File: src/u8lt_pkg.sv
`timescale 1ns / 1ps
`default_nettype none
// ----------------------------------------------------------------------------
// u8lt_pkg: shared types and constants of the UTF-8 Latin transliterator
// Holds the lookahead kinds, the command format passed from the front to the
// back, the register indexes and the code point folding function.
// ----------------------------------------------------------------------------
package u8lt_pkg;

  // Lookahead byte held by the front
  typedef enum logic [1:0] {
    KIND_NONE   = 2'd0,
    KIND_BSLASH = 2'd1,
    KIND_LEAD   = 2'd2
  } kind_t;

  // Command classes sent from the front to the back
  typedef enum logic [2:0] {
    OP_COPY        = 3'd0,  // emit the byte
    OP_NEWLINE     = 3'd1,  // emit optional return, then newline
    OP_BSLASH      = 3'd2,  // emit a lone backslash
    OP_BSLASH_COPY = 3'd3,  // emit a backslash, then the byte
    OP_CODE        = 3'd4   // fold the code point
  } op_t;

  localparam int CP_W = 11;

  typedef struct packed {
    op_t             op;
    logic [CP_W-1:0] data;  // byte in the low bits, or a code point
    logic            last;
  } cmd_t;

  // Configuration register indexes
  localparam logic [1:0] REG_LATIN1_MODE  = 2'd0;
  localparam logic [1:0] REG_CRLF_MODE    = 2'd1;
  localparam logic [1:0] REG_NEWLINE_CODE = 2'd2;
  localparam logic [1:0] REG_RETURN_CODE  = 2'd3;

  localparam logic [7:0] NEWLINE_RESET = 8'd155;
  localparam logic [7:0] RETURN_RESET  = 8'd13;

  // Byte constants
  localparam logic [7:0] CHAR_BSLASH = 8'h5C;
  localparam logic [7:0] CHAR_N      = 8'h6E;
  localparam logic [7:0] CHAR_UNDER  = 8'h5F;
  localparam logic [7:0] LEAD_LOW    = 8'hC0;
  localparam logic [7:0] LEAD_HIGH   = 8'hDF;
  localparam logic [CP_W-1:0] LATIN_LOW  = 11'h0A0;
  localparam logic [CP_W-1:0] LATIN_HIGH = 11'h0FF;

  // Command queue depth, a power of two
  localparam int QDEPTH = 4;
  localparam int QPTR_W = $clog2(QDEPTH);
  localparam int QCNT_W = $clog2(QDEPTH + 1);

  // Polish letters; zero when the code point is not one of them
  function automatic logic [7:0] fold_polish(input logic [CP_W-1:0] cp);
    logic [7:0] r;
    case (cp)
      11'h105: r = 8'h61;  // a
      11'h107: r = 8'h63;  // c
      11'h119: r = 8'h65;  // e
      11'h142: r = 8'h6C;  // l
      11'h144: r = 8'h6E;  // n
      11'h15B: r = 8'h73;  // s
      11'h17A: r = 8'h7A;  // z
      11'h17C: r = 8'h7A;  // z
      default: r = 8'h00;
    endcase
    return r;
  endfunction

  // German, French, Spanish and Italian letters; underscore otherwise
  function automatic logic [7:0] fold_western(input logic [CP_W-1:0] cp);
    logic [7:0] r;
    case (cp)
      11'h0F3, 11'h0F6, 11'h0F4, 11'h0F2: r = 8'h6F;  // o
      11'h0E4, 11'h0E0, 11'h0E2, 11'h0E1: r = 8'h61;  // a
      11'h0FC, 11'h0F9, 11'h0FB, 11'h0FA: r = 8'h75;  // u
      11'h0DF:                            r = 8'h73;  // sharp s
      11'h0E7:                            r = 8'h63;  // c
      11'h0E9, 11'h0E8, 11'h0EA, 11'h0EB: r = 8'h65;  // e
      11'h0EE, 11'h0EF, 11'h0ED, 11'h0EC: r = 8'h69;  // i
      11'h0F1:                            r = 8'h6E;  // n
      default:                            r = CHAR_UNDER;
    endcase
    return r;
  endfunction

  function automatic logic [7:0] map_code(input logic [CP_W-1:0] cp, input logic latin1);
    logic [7:0] pol;
    logic [7:0] r;
    pol = fold_polish(cp);
    if (latin1 && cp >= LATIN_LOW && cp <= LATIN_HIGH) begin
      r = cp[7:0];
    end else if (pol != 8'h00) begin
      r = pol;
    end else if (latin1) begin
      r = CHAR_UNDER;
    end else begin
      r = fold_western(cp);
    end
    return r;
  endfunction

endpackage
`default_nettype wire

File: src/u8lt_queue.sv
`timescale 1ns / 1ps
`default_nettype none
// ----------------------------------------------------------------------------
// u8lt_queue: command queue between front and back
// A few entries of flops with a fill count; the head is read combinationally.
// ----------------------------------------------------------------------------
module u8lt_queue (
  input  wire                   clk,
  input  wire                   rst,
  input  wire                   wr_en,
  input  u8lt_pkg::cmd_t        wr_cmd,
  output logic                  q_full,
  input  wire                   rd_en,
  output u8lt_pkg::cmd_t        rd_cmd,
  output logic                  q_empty
);

  u8lt_pkg::cmd_t                    entries [u8lt_pkg::QDEPTH];
  logic [u8lt_pkg::QPTR_W-1:0]       wr_ptr;
  logic [u8lt_pkg::QPTR_W-1:0]       rd_ptr;
  logic [u8lt_pkg::QCNT_W-1:0]       count;

  assign q_full  = (count == u8lt_pkg::QCNT_W'(u8lt_pkg::QDEPTH));
  assign q_empty = (count == '0);
  assign rd_cmd  = entries[rd_ptr];

  always_ff @(posedge clk) begin
    if (wr_en) begin
      entries[wr_ptr] <= wr_cmd;
    end
  end

  always_ff @(posedge clk) begin
    if (rst) begin
      wr_ptr <= '0;
      rd_ptr <= '0;
      count  <= '0;
    end else begin
      if (wr_en) begin
        wr_ptr <= wr_ptr + 1'b1;
      end
      if (rd_en) begin
        rd_ptr <= rd_ptr + 1'b1;
      end
      case ({wr_en, rd_en})
        2'b10:   count <= count + 1'b1;
        2'b01:   count <= count - 1'b1;
        default: count <= count;
      endcase
    end
  end

  a_no_overflow: assert property (@(posedge clk) disable iff (rst) wr_en |-> !q_full)
    else $error("command written into a full queue");
  a_no_underflow: assert property (@(posedge clk) disable iff (rst) rd_en |-> !q_empty)
    else $error("command read from an empty queue");
  a_count_bound: assert property (@(posedge clk) disable iff (rst)
    count <= u8lt_pkg::QCNT_W'(u8lt_pkg::QDEPTH))
    else $error("queue count beyond depth");

endmodule
`default_nettype wire

File: src/u8lt_front.sv
`timescale 1ns / 1ps
`default_nettype none
// ----------------------------------------------------------------------------
// u8lt_front: byte intake and classification
// Holds the one-byte lookahead and turns accepted bytes into commands.
// ----------------------------------------------------------------------------
module u8lt_front (
  input  wire                   clk,
  input  wire                   rst,
  input  wire                   push,
  input  wire  [7:0]            in_byte,
  input  wire                   in_last,
  input  wire                   q_full,
  output logic                  q_push,
  output u8lt_pkg::cmd_t        q_cmd
);

  u8lt_pkg::kind_t pending_kind;
  u8lt_pkg::kind_t pending_kind_next;
  logic [4:0]      pending_lead;
  logic [4:0]      pending_lead_next;
  logic            accept;
  logic            hold_bs;
  logic            hold_lead;
  logic            produce;

  assign accept    = push && !q_full;
  assign hold_bs   = !in_last && (in_byte == u8lt_pkg::CHAR_BSLASH);
  assign hold_lead = !in_last && (in_byte inside {[u8lt_pkg::LEAD_LOW:u8lt_pkg::LEAD_HIGH]});

  // Next lookahead
  always_comb begin
    pending_kind_next = pending_kind;
    pending_lead_next = pending_lead;
    if (accept) begin
      pending_kind_next = u8lt_pkg::KIND_NONE;
      if (!(pending_kind == u8lt_pkg::KIND_LEAD) &&
          !(pending_kind == u8lt_pkg::KIND_BSLASH && in_byte == u8lt_pkg::CHAR_N)) begin
        if (hold_bs) begin
          pending_kind_next = u8lt_pkg::KIND_BSLASH;
        end else if (hold_lead) begin
          pending_kind_next = u8lt_pkg::KIND_LEAD;
          pending_lead_next = in_byte[4:0];
        end
      end
    end
  end

  // Command for the byte on the inputs
  always_comb begin
    produce    = 1'b0;
    q_cmd.op   = u8lt_pkg::OP_COPY;
    q_cmd.data = {3'b000, in_byte};
    q_cmd.last = in_last;
    case (pending_kind)
      u8lt_pkg::KIND_BSLASH: begin
        produce = 1'b1;
        if (in_byte == u8lt_pkg::CHAR_N) begin
          q_cmd.op = u8lt_pkg::OP_NEWLINE;
        end else if (hold_bs || hold_lead) begin
          q_cmd.op = u8lt_pkg::OP_BSLASH;
        end else begin
          q_cmd.op = u8lt_pkg::OP_BSLASH_COPY;
        end
      end
      u8lt_pkg::KIND_LEAD: begin
        produce    = 1'b1;
        q_cmd.op   = u8lt_pkg::OP_CODE;
        q_cmd.data = {pending_lead, in_byte[5:0]};
      end
      default: begin
        produce = !(hold_bs || hold_lead);
      end
    endcase
  end

  assign q_push = accept && produce;

  always_ff @(posedge clk) begin
    if (rst) begin
      pending_kind <= u8lt_pkg::KIND_NONE;
    end else begin
      pending_kind <= pending_kind_next;
    end
  end

  always_ff @(posedge clk) begin
    pending_lead <= pending_lead_next;
  end

  a_last_flushes: assert property (@(posedge clk) disable iff (rst)
    accept && in_last |=> pending_kind == u8lt_pkg::KIND_NONE)
    else $error("lookahead left pending after the final byte");
  a_final_emits: assert property (@(posedge clk) disable iff (rst)
    accept && in_last |-> q_push)
    else $error("final byte produced no command");

endmodule
`default_nettype wire

File: src/u8lt_back.sv
`timescale 1ns / 1ps
`default_nettype none
// ----------------------------------------------------------------------------
// u8lt_back: command execution and result register
// Expands each command into one or two beats and holds them for the consumer.
// ----------------------------------------------------------------------------
module u8lt_back (
  input  wire                   clk,
  input  wire                   rst,
  input  u8lt_pkg::cmd_t        q_cmd,
  input  wire                   q_empty,
  output logic                  q_pop,
  input  wire                   latin1_mode,
  input  wire                   crlf_mode,
  input  wire  [7:0]            newline_code,
  input  wire  [7:0]            return_code,
  output logic                  empty,
  input  wire                   pop,
  output logic [7:0]            out_byte,
  output logic                  run_last,
  output logic                  text_end
);

  logic       out_valid;
  logic       second_valid;
  logic [7:0] second_byte;
  logic       second_last;
  logic       load;
  logic [7:0] first_b;
  logic [7:0] second_b;
  logic       two;

  assign empty = !out_valid;
  assign load  = !out_valid || pop;
  assign q_pop = load && !second_valid && !q_empty;

  // Beats for the command at the head of the queue
  always_comb begin
    first_b  = q_cmd.data[7:0];
    second_b = q_cmd.data[7:0];
    two      = 1'b0;
    case (q_cmd.op)
      u8lt_pkg::OP_COPY: begin
        first_b = q_cmd.data[7:0];
      end
      u8lt_pkg::OP_NEWLINE: begin
        if (crlf_mode) begin
          first_b  = return_code;
          second_b = newline_code;
          two      = 1'b1;
        end else begin
          first_b = newline_code;
        end
      end
      u8lt_pkg::OP_BSLASH: begin
        first_b = u8lt_pkg::CHAR_BSLASH;
      end
      u8lt_pkg::OP_BSLASH_COPY: begin
        first_b = u8lt_pkg::CHAR_BSLASH;
        two     = 1'b1;
      end
      u8lt_pkg::OP_CODE: begin
        first_b = u8lt_pkg::map_code(q_cmd.data, latin1_mode);
      end
      default: begin
        first_b = q_cmd.data[7:0];
      end
    endcase
  end

  always_ff @(posedge clk) begin
    if (rst) begin
      out_valid    <= 1'b0;
      second_valid <= 1'b0;
    end else if (load) begin
      if (second_valid) begin
        out_valid    <= 1'b1;
        second_valid <= 1'b0;
      end else if (!q_empty) begin
        out_valid    <= 1'b1;
        second_valid <= two;
      end else begin
        out_valid <= 1'b0;
      end
    end
  end

  always_ff @(posedge clk) begin
    if (load) begin
      if (second_valid) begin
        out_byte <= second_byte;
        run_last <= 1'b1;
        text_end <= second_last;
      end else if (!q_empty) begin
        out_byte    <= first_b;
        run_last    <= !two;
        text_end    <= q_cmd.last && !two;
        second_byte <= second_b;
        second_last <= q_cmd.last;
      end
    end
  end

  a_second_behind_first: assert property (@(posedge clk) disable iff (rst)
    second_valid |-> out_valid && !run_last)
    else $error("second beat waiting without its first beat");
  a_second_follows: assert property (@(posedge clk) disable iff (rst)
    second_valid && pop |=> out_valid && run_last)
    else $error("second beat not presented after the first");

endmodule
`default_nettype wire

File: src/utf8_latin_transliterator_unit.sv
`timescale 1ns / 1ps
`default_nettype none
// ----------------------------------------------------------------------------
// utf8_latin_transliterator_unit: two-byte UTF-8 to plain ASCII folding
// Byte stream in, byte stream out; backslash-n becomes a newline code and
// two-byte sequences fold to ASCII letters or an underscore, or pass through as Latin-1.
// ----------------------------------------------------------------------------
//
//  channel   handshake            payload                        direction
//  -------   ------------------   ----------------------------   ---------
//  input     push / full          in_byte, in_last               in
//  result    empty / pop          out_byte, run_last, text_end   out
//  config    cfg_valid/cfg_ready  cfg_index, cfg_data            in
//
//  One byte is taken per cycle while the command queue has room. A byte that
//  makes two beats (backslash plus byte, or return plus newline in crlf mode)
//  holds the back end for both of its beats; the queue absorbs that burst.
//  An input beat is registered in the queue and then in the result register.
//  A full result register stalls the back end only; the front keeps taking
//  bytes until the queue fills. Reset clears the lookahead, the queue and the
//  result register, and loads the register defaults; no clearing pass.
//
module utf8_latin_transliterator_unit (
  input  wire        clk,
  input  wire        rst,
  // input channel
  input  wire        push,
  output logic       full,
  input  wire  [7:0] in_byte,
  input  wire        in_last,
  // result channel
  output logic       empty,
  input  wire        pop,
  output logic [7:0] out_byte,
  output logic       run_last,
  output logic       text_end,
  // configuration channel
  input  wire        cfg_valid,
  output logic       cfg_ready,
  input  wire  [1:0] cfg_index,
  input  wire  [7:0] cfg_data
);

  // Configuration registers
  logic       latin1_mode;
  logic       crlf_mode;
  logic [7:0] newline_code;
  logic [7:0] return_code;

  // Front to queue, queue to back
  logic           q_push;
  u8lt_pkg::cmd_t q_wr_cmd;
  logic           q_full;
  logic           q_pop;
  u8lt_pkg::cmd_t q_rd_cmd;
  logic           q_empty;

  // Writes are always taken; the register file never stalls.
  assign cfg_ready = 1'b1;

  always_ff @(posedge clk) begin
    if (rst) begin
      latin1_mode  <= 1'b0;
      crlf_mode    <= 1'b0;
      newline_code <= u8lt_pkg::NEWLINE_RESET;
      return_code  <= u8lt_pkg::RETURN_RESET;
    end else if (cfg_valid && cfg_ready) begin
      case (cfg_index)
        u8lt_pkg::REG_LATIN1_MODE:  latin1_mode  <= cfg_data[0];
        u8lt_pkg::REG_CRLF_MODE:    crlf_mode    <= cfg_data[0];
        u8lt_pkg::REG_NEWLINE_CODE: newline_code <= cfg_data;
        u8lt_pkg::REG_RETURN_CODE:  return_code  <= cfg_data;
        default: ;
      endcase
    end
  end

  // Hold off the producer only when the queue itself has no room.
  assign full = q_full;

  u8lt_front u_front (
    .clk     (clk),
    .rst     (rst),
    .push    (push),
    .in_byte (in_byte),
    .in_last (in_last),
    .q_full  (q_full),
    .q_push  (q_push),
    .q_cmd   (q_wr_cmd)
  );

  u8lt_queue u_queue (
    .clk     (clk),
    .rst     (rst),
    .wr_en   (q_push),
    .wr_cmd  (q_wr_cmd),
    .q_full  (q_full),
    .rd_en   (q_pop),
    .rd_cmd  (q_rd_cmd),
    .q_empty (q_empty)
  );

  u8lt_back u_back (
    .clk          (clk),
    .rst          (rst),
    .q_cmd        (q_rd_cmd),
    .q_empty      (q_empty),
    .q_pop        (q_pop),
    .latin1_mode  (latin1_mode),
    .crlf_mode    (crlf_mode),
    .newline_code (newline_code),
    .return_code  (return_code),
    .empty        (empty),
    .pop          (pop),
    .out_byte     (out_byte),
    .run_last     (run_last),
    .text_end     (text_end)
  );

  // A text end always closes the run of its input beat.
  a_end_closes_run: assert property (@(posedge clk) disable iff (rst)
    !empty && text_end |-> run_last)
    else $error("text end on a beat that is not the last of its run");

endmodule
`default_nettype wire
File: config.mk
export PLATFORM = sky130hd
export DESIGN_NAME = utf8_latin_transliterator_unit
export DESIGN_NICKNAME = d
export VERILOG_FILES = /design/src/u8lt_pkg.sv /design/src/u8lt_queue.sv /design/src/u8lt_front.sv /design/src/u8lt_back.sv /design/src/utf8_latin_transliterator_unit.sv
export SDC_FILE = /design/constraint.sdc
export NUM_CORES = 1
export LEC_CHECK = 0
export BUFFER_PORTS_ARGS = -buffer_cell sky130_fd_sc_hd__buf_2
export CAP_MARGIN = 10
export CORE_UTILIZATION = 25
export DETAILED_ROUTE_END_ITERATION = 10
export SYNTH_ARGS = -nofsm -noshare
export SYNTH_HDL_FRONTEND = slang
export SYNTH_SLANG_ARGS = --single-unit
File: constraint.sdc
create_clock -name clk -period 5.2 [get_ports clk]
set_input_delay 1.04 -clock clk [delete_from_list [all_inputs] [get_ports clk]]
set_output_delay 1.04 -clock clk [all_outputs]
set_load 0.01 [all_outputs]
==> results by group <==
Clock tree
  – Clock transition at path regs: 0.06 ns
  – Clk_lat worst skew: 0.42 ns
  – Post-CTS setup buffers: 0
  – CTS Hold Buffers Added: 0
  – Maximum buffer depth of the clock tree: 2
  – Root Buffer Master: clkbuf_16
  – # clock sinks: 115
  – Post-CTS Resized: 0
  – TritonCTS clock tree: yes
  – Num CTS Buffers: 17
  – CTS H-tree lvls: 4

Setup path
  – CP Launch Type: input pin
  – CP Class: in2reg
  – Crit-path max FO: 7
  – Worst setup EP type: flop
  – WP data arrival: 3.75 ns
  – Worst EP required: 5.55 ns

Layout
  – NumNets Final: 533
  – Highest-count cells in the layout ignoring fill and taps: edfxtp_1 (84), nand2_1 (53), nor2_1 (38)
  – # diodes: 0
  – Fill count: 2240
  – Commonest non-fill, non-tap cell in the layout: edfxtp_1
  – Layout area overhead: 17.71%
  – Core Util, Final: 30.01%
  – Layout cell share with drive strength beyond 1: 20.47%
  – Design area: 6570 sq um

Logic synthesis
  – Synth warnings: 0
  – Post-synthesis register bit count: 115
  – Synth unique cells: 70
  – Syn Std Cell Area: 5582 sq um
  – Share of the yosys chip area belonging to registers: 56.31%
  – Cells after synthesis: 468
  – Synth Net Count: 501
  – Syn Area/Cell: 11.93 sq um
  – Fraction of registers with async set/reset: 0%
  – EDFF count, synth: 84
  – Ys flop type: edfxtp_1

Placement
  – Post-DP HPWL: 8.427 mm
  – Final GP Congestion: 0.8110
  – Dpl cell area: 5998 sq um
  – PortBufs: 35

STA
  – Minimum clock period: 3.402 ns
  – Clk_skew: 0.009836 ns
  – RSZ-0062 raised after global routing: false
  – Max_slew headroom: 35.96%
  – Fin. Hold Viols: 0
  – Setup_tns: 0 ns
  – Final Max Slew Viols: 0
  – Hold Slack: 0.4594 ns
  – Setup violations, final: 0
  – Worst Tran Pin Value: 0.9571 ns
  – Tcrit/Tclk final: 65.42%
  – F_max: 294.0 MHz

Detailed routing
  – DRT Pass-1 Iters: 5
  – Total wire length: 12.29 mm
  – Post-route ant nets: 0
  – # DRC: 0
  – Wirelength per Cell: 15.50 um
  – Vias per cell: 4.658
  – Routed via count: 3694
  – DRT iter0 DRCs: 348

GRT
  – GRT overflow: 0
  – M2 GR Usage: 18.36%
  – Vias in the first global route: 3614
  – Antenna violations before repair: 0
  – GRT Util Overall: 11.56%
  – Met1 Usage GRT: 14.89%
  – First-pass GRT wire length: 19.65 mm
  – Global route hottest layer: met2
  – Largest net degree at the start of global routing: 31
  – Met3 usage: 3.163%

Status
  – Outcome: finished, final reports clean

Die
  – Initial Util: 25.50%
  – Rows: 54
  – Die Footprint: 22930 sq um
  – Die Span X: 151.4 um
  – Core Box Area: 21890 sq um
  – Die Y: 151.4 um
  – IO Count: 37

Power
  – Power density over cell area: 547.4 nW/um^2
  – Maximum vdd drop: 332.6 uV
  – Leak pwr: 2.269 nW
  – Power, Total: 0.003596 W

Worst hold path
  – Hold Crit Class: reg2reg

Run
  – Max_cap viols: 0
[flip-flops by register name, indices dropped and copies added, names as in the netlist, named ones only]
name,count
crlf_mode,1
latin1_mode,1
newline_code,8
return_code,8
u_back.out_byte,8
u_back.out_valid,1
u_back.run_last,1
u_back.second_byte,8
u_back.second_last,1
u_back.second_valid,1
u_back.text_end,1
u_front.pending_kind,2
u_front.pending_lead,5
u_queue.count,3
u_queue.entries,60
u_queue.rd_ptr,2
u_queue.wr_ptr,2
[worst max-delay path: stages]
cell,delay (ns)
buf_2,0.13
or4b_2,0.67
nor3_1,0.26
nand2b_1,0.18
a21oi_1,0.16
inv_1,0.10
ha_1,0.18
inv_1,0.06
fa_1,0.37
xor2_1,0.16
or3_1,0.31
a21oi_1,0.14
[layout make-up]
type	count	area, sq um	share of cell area, %
inverters	15	56.30	0.8570
clock buffers	17	425.4	6.475
clock inverters	15	146.4	2.228
repair buffers	37	190.2	2.895
multi-input cells	314	2258	34.37
well taps	280	350.3	5.332
flip-flops and latches	115	3143	47.84
[through the flow]
step,std cells,worst slack (ns)
after global routing,793,1.619
after floorplan,468,1.763
after detailed placement,761,1.395
after global placement,761,1.418
after CTS,793,1.832
final,793,1.798
[cell families (layout without fill, tap and decap cells)]
family          after synthesis  in the layout  share of synthesized area [%]
other cells                   1              1                        0.06718
buf+inv                      39             84                          3.228
xor+xnor                      8              8                          1.255
simple gates                186            186                          18.00
fa+ha+maj                     9              9                          2.152
compound gates               77             77                          9.124
mux                          33             33                          9.863
flops                       115            115                          56.31
[cells in the mapped netlist (all sizes together) (2+ instances only)]
master	n	area share [%]
buf	12	1.4
o22ai	2	0.22
a31oi	3	0.34
o211ai	4	0.54
a22oi	5	0.67
nor2	38	2.6
nor4	7	0.78
xor2	4	0.63
o21ai	18	1.7
or2	7	0.78
a21oi	23	2.1
o31ai	3	0.40
nand2b	11	1.5
nand4	3	0.45
and4b	2	0.36
and3	5	0.56
xnor2	4	0.63
inv	14	0.94
ha	8	1.8
nor3b	4	0.54
mux4	15	6.5
nor2b	9	1.1
nand4bb	2	0.40
nand2	53	3.6
a211oi	3	0.40
o311ai	3	0.47
or3	6	0.76
edfxtp	84	45
clkbuf	12	0.81
mux2i	10	1.8
and2	9	1.1
dfxtp	31	11
nand3	10	0.90
nor3	5	0.45
nand3b	10	1.3
mux2	8	1.6
[where the power goes]
part	internal [W]	total [W]	switching, W
clock	0.000669	0.00112	0.000451
sequential	0.00121	0.00129	0.0000878
combinational	0.000460	0.00118	0.000723
total	0.00233	0.00360	0.00126
[worst paths after layout]
| path | from | endpoint | slack [ns] | cells after the start |
|---|---|---|---|---|
| hold reg to reg | return_code[1] | return_code[1] | 0.46 | 2 |
| setup / recovery | in_byte[1] | u_queue.count[2] | 1.80 | 12 |
| hold / removal | return_code[1] | return_code[1] | 0.46 | 2 |
| setup reg to reg | flop | u_back.out_byte[1] | 1.94 | 6 |
[routing by layer]
metal | vias to the layer above | wire length, um
li1 | 1820 | -
met1 | 1771 | 5874
met2 | 86 | 5708
met3 | 17 | 519
met4 | 0 | 191
met5 | - | 0
No activity file was read; power rests on OpenSTA's default activity.
